$ cat config.mk
export PLATFORM = sky130hd
export DESIGN_NAME = lbkc_cell
export DESIGN_NICKNAME = d
export VERILOG_FILES = /design/src/design/lbkc_pkg.sv /design/src/design/lbkc_cell.sv
export SDC_FILE = /design/constraint.sdc
export NUM_CORES = 1
export LEC_CHECK = 0
export ABC_AREA = 1
export BUFFER_PORTS_ARGS = -buffer_cell sky130_fd_sc_hd__buf_2
export CORE_ASPECT_RATIO = 2
export CORE_MARGIN = 8
export CORE_UTILIZATION = 46
export CTS_CLUSTER_SIZE = 28
export DETAILED_ROUTE_END_ITERATION = 7
export GPL_TIMING_DRIVEN = 0
export PLACE_DENSITY_LB_ADDON = 0.1
export SYNTH_ARGS = -nofsm -noshare
export SYNTH_HDL_FRONTEND = slang
export SYNTH_SLANG_ARGS = --single-unit
$ cat constraint.sdc
create_clock -name clk -period 1.95 [get_ports clk]
set_input_delay 0 -clock clk [delete_from_list [all_inputs] [get_ports clk]]
set_output_delay 0 -clock clk [all_outputs]
set_load 0.1 [all_outputs]
$ cat src/design/lbkc_pkg.sv
package lbkc_pkg;

  localparam int TABLE_ENTRIES = 64;
  localparam int KEY_BITS      = 64;
  localparam int ITEM_KEY_W    = 64;
  localparam int COUNT_W       = 32;
  localparam int USED_W        = 7;
  localparam int OCC_W         = $clog2(TABLE_ENTRIES + 1);

  localparam logic [COUNT_W-1:0] COUNT_MAX = '1;
  localparam logic [COUNT_W-1:0] COUNT_ONE = COUNT_W'(1);

  typedef logic [KEY_BITS-1:0] key_t;
  typedef logic [COUNT_W-1:0]  count_t;
  typedef logic [OCC_W-1:0]    occ_t;

  typedef struct packed {
    key_t   key;
    count_t count;
  } entry_t;

  // per-cell control from the sequencer
  typedef struct packed {
    logic cmp_en;
    logic shift;
    logic used;
  } cell_ctl_t;

  typedef enum logic [2:0] {
    ST_IDLE   = 3'b001,
    ST_MATCH  = 3'b010,
    ST_UPDATE = 3'b100
  } state_t;

  function automatic count_t sat_inc(input count_t v);
    sat_inc = (v == COUNT_MAX) ? v : v + COUNT_ONE;
  endfunction

endpackage

$ cat src/design/lbkc_cell.sv
module lbkc_cell import lbkc_pkg::*; (
  input  logic      clk,
  input  cell_ctl_t ctl,
  input  key_t      cmp_key,
  input  entry_t    prev,
  output entry_t    ent,
  output logic      match
);

  always_ff @(posedge clk) begin
    if (ctl.shift) begin
      ent <= prev;
    end
    // unused cells never match, so stale contents are harmless
    if (ctl.cmp_en) begin
      match <= ctl.used && (ent.key == cmp_key);
    end
  end

endmodule

==> metrics <==
final hold slack=0.0548 ns; period utilisation layout=67.3%; Critical Path End Type=register; Final Skew=0.0104 ns; final instance area=0.00677 mm²; Leak=3.31 nW; pre-CTS setup slack=0.643 ns; hold path start=ctl[1]; worst path required time=2.14 ns; drt via density=4.66; setup TNS=0 ns; Slowest-stage cell, CP=edfxtp_1; all-layer global routing usage=24.0%; DRC Markers=0; YS warnings=0; Worst Hold Path EP=ent[30]$_DFFE_PP_; pwr dens=932 mW/mm²; Initial Util=46.8%; GRT overflow=0; vias=3873; Synth Net Count=516; slowest stage delay, CP=0.43 ns; outcome=complete, no violations; WP data arrival=1.50 ns; FF-to-FF path depth=7; synth top area cells=edfxtp_1 (72%), nand2_1 (9.8%), inv_1 (6.5%); Clock Path Buffers=2; most common cell after layout, fill and taps aside=buf_2; Chip Height=148 µm; WL/cell=17.5 µm; Min-Delay Path Depth=1; Max-Cap Viols=0; layout cell share with drive strength beyond 1=39.3%; clock tree sinks=97; area leader, netlist=edfxtp_1; RSZ-0062 raised after global routing=false; IO buf count=260; area delta synth->final=68.2%; Worst-Margin Slew=0.525 ns; crit path launch type=register; first-pass GRT wire length=21.6 mm; post-CTS setup buffers=0; clock root cell=clkbuf_16; area of placed instances=0.00548 mm²; Slew Limit Fails=0; drt total wl=14.5 mm; Slew headroom=65.3%; largest net degree at the start of global routing=81; Final WS setup=0.638 ns; Reg-to-Reg End=match$_DFFE_PP_; I/O pin cnt=261; Seq/Total Area, Yosys=72.4%; Final Util=78.8%; Crit Path Max Fanout=2; Final nets=885; DRT Pass-1 Iters=6; Max IR drop VDD=0.736 mV; min cycle time layout=1.31 ns; critical path launch point=ent[32]$_DFFE_PP_; worst r2r src=ent[32]$_DFFE_PP_; antenna violations before repair=4; CTS tree=done; Synth top area share=72.4%; initial detailed-routing violation count=204; Yosys cell types=13; syn_area_per_cell=11.4 µm²; DIE WIDTH=82.1 µm; Final GP Congestion=0.811; final HPWL from detailed placement=10.1 mm; worst skew pair latency=0.34 ns; vias in the first global route=4253; Detail Route Antenna Nets=0; worst setup path class=reg -> reg; CP top delay family=simple AND/OR/NAND/NOR gates; synthesized area=0.00402 mm²; Clock H-tree levels=3; WP buf/inv=0; die area=0.0122 mm²; core footprint=0.00859 mm²; CTS clk-pin slew, worst paths=0.07 ns; final setup fails=0; Num CTS Buffers=9; most frequent cells in the layout=buf_2 (259), nand2_1 (105), edfxtp_1 (97), dlygate4sd3_1 (97), inv_1 (70); Hold Crit Class=in -> reg; final hold violations=0; standard-cell rows=48; Synth Register Bits=97; Synth Instances=352; reg2reg setup slack=0.64 ns; crit-path cells=xnor2_1 -> nand2_1 -> nor2_1 -> nand2_1 -> nor2_1 -> nand3_1 -> nor2_1; most used cell, CP=nor2_1; Fmax=762 MHz
[cells by family after synthesis]
| kind of cell | Yosys count | synth area share, % |
|---|---|---|
| xor gates and xnor gates | 20 | 4.35 |
| buffers and inverters | 77 | 7.19 |
| and+or+nand+nor | 141 | 13.6 |
| AOI/OAI and AO/OA | 17 | 2.43 |
| DFF | 97 | 72.4 |
[flip-flops by register name, indices dropped and copies added (netlist names)]
register  count
ent          96
match         1
[cells in the mapped netlist (all sizes together)]
library cell / instances
nand2: 105
edfxtp: 97
inv: 77
nor2: 29
xnor2: 15
o22ai: 10
o21ai: 7
xor2: 5
nand4: 4
nand3: 3
[per-stage QoR]
stage	total power [mW]	std cells
2_1_floorplan	3.97	352
3_3_place_gp	4.37	712
3_5_place_dp	4.39	713
4_1_cts	6.31	826
5_1_grt	6.51	830
6_report	6.31	831
[power breakdown]
group	switching, mW	leakage (nW)	internal [mW]
Combinational	1.50	2.22	0.451
Clock	0.768	0.143	1.01
Sequential	0.0886	0.950	2.48
Total	2.36	3.31	3.95
[worst max-delay path by stage]
stage | end | slack (ns) | cells past startpoint
floorplan | match$_DFFE_PP_ | 0.19 | 10
global placement | ent[77]$_DFFE_PP_ | 0.05 | 1
detailed placement | match$_DFFE_PP_ | 0.64 | 7
CTS | match$_DFFE_PP_ | 0.62 | 7
global route | match$_DFFE_PP_ | 0.48 | 9
finish | match$_DFFE_PP_ | 0.64 | 7
[metal layers]
metal	share of wire, %	track usage [%]
met5	0	0
met4	4.6	14.6
met3	8.6	7.86
met2	55	42.1
met1	32	22.7
[repair_timing]
action,in CTS,in global routing
endpoints found under the hold margin,97,0
resized for setup,0,0
hold buffers,97,0
[area by class of cell]
class | count | area [µm²]
multi-input combinational | 178 | 821
clock buffer | 10 | 229
tap | 100 | 125
clock inverter | 6 | 76.3
antenna | 5 | 12.5
inverter | 77 | 289
fill | 545 | 1820
sequential | 97 | 2910
timing repair buffer | 358 | 2300
No activity file was read; power rests on OpenSTA's default activity.
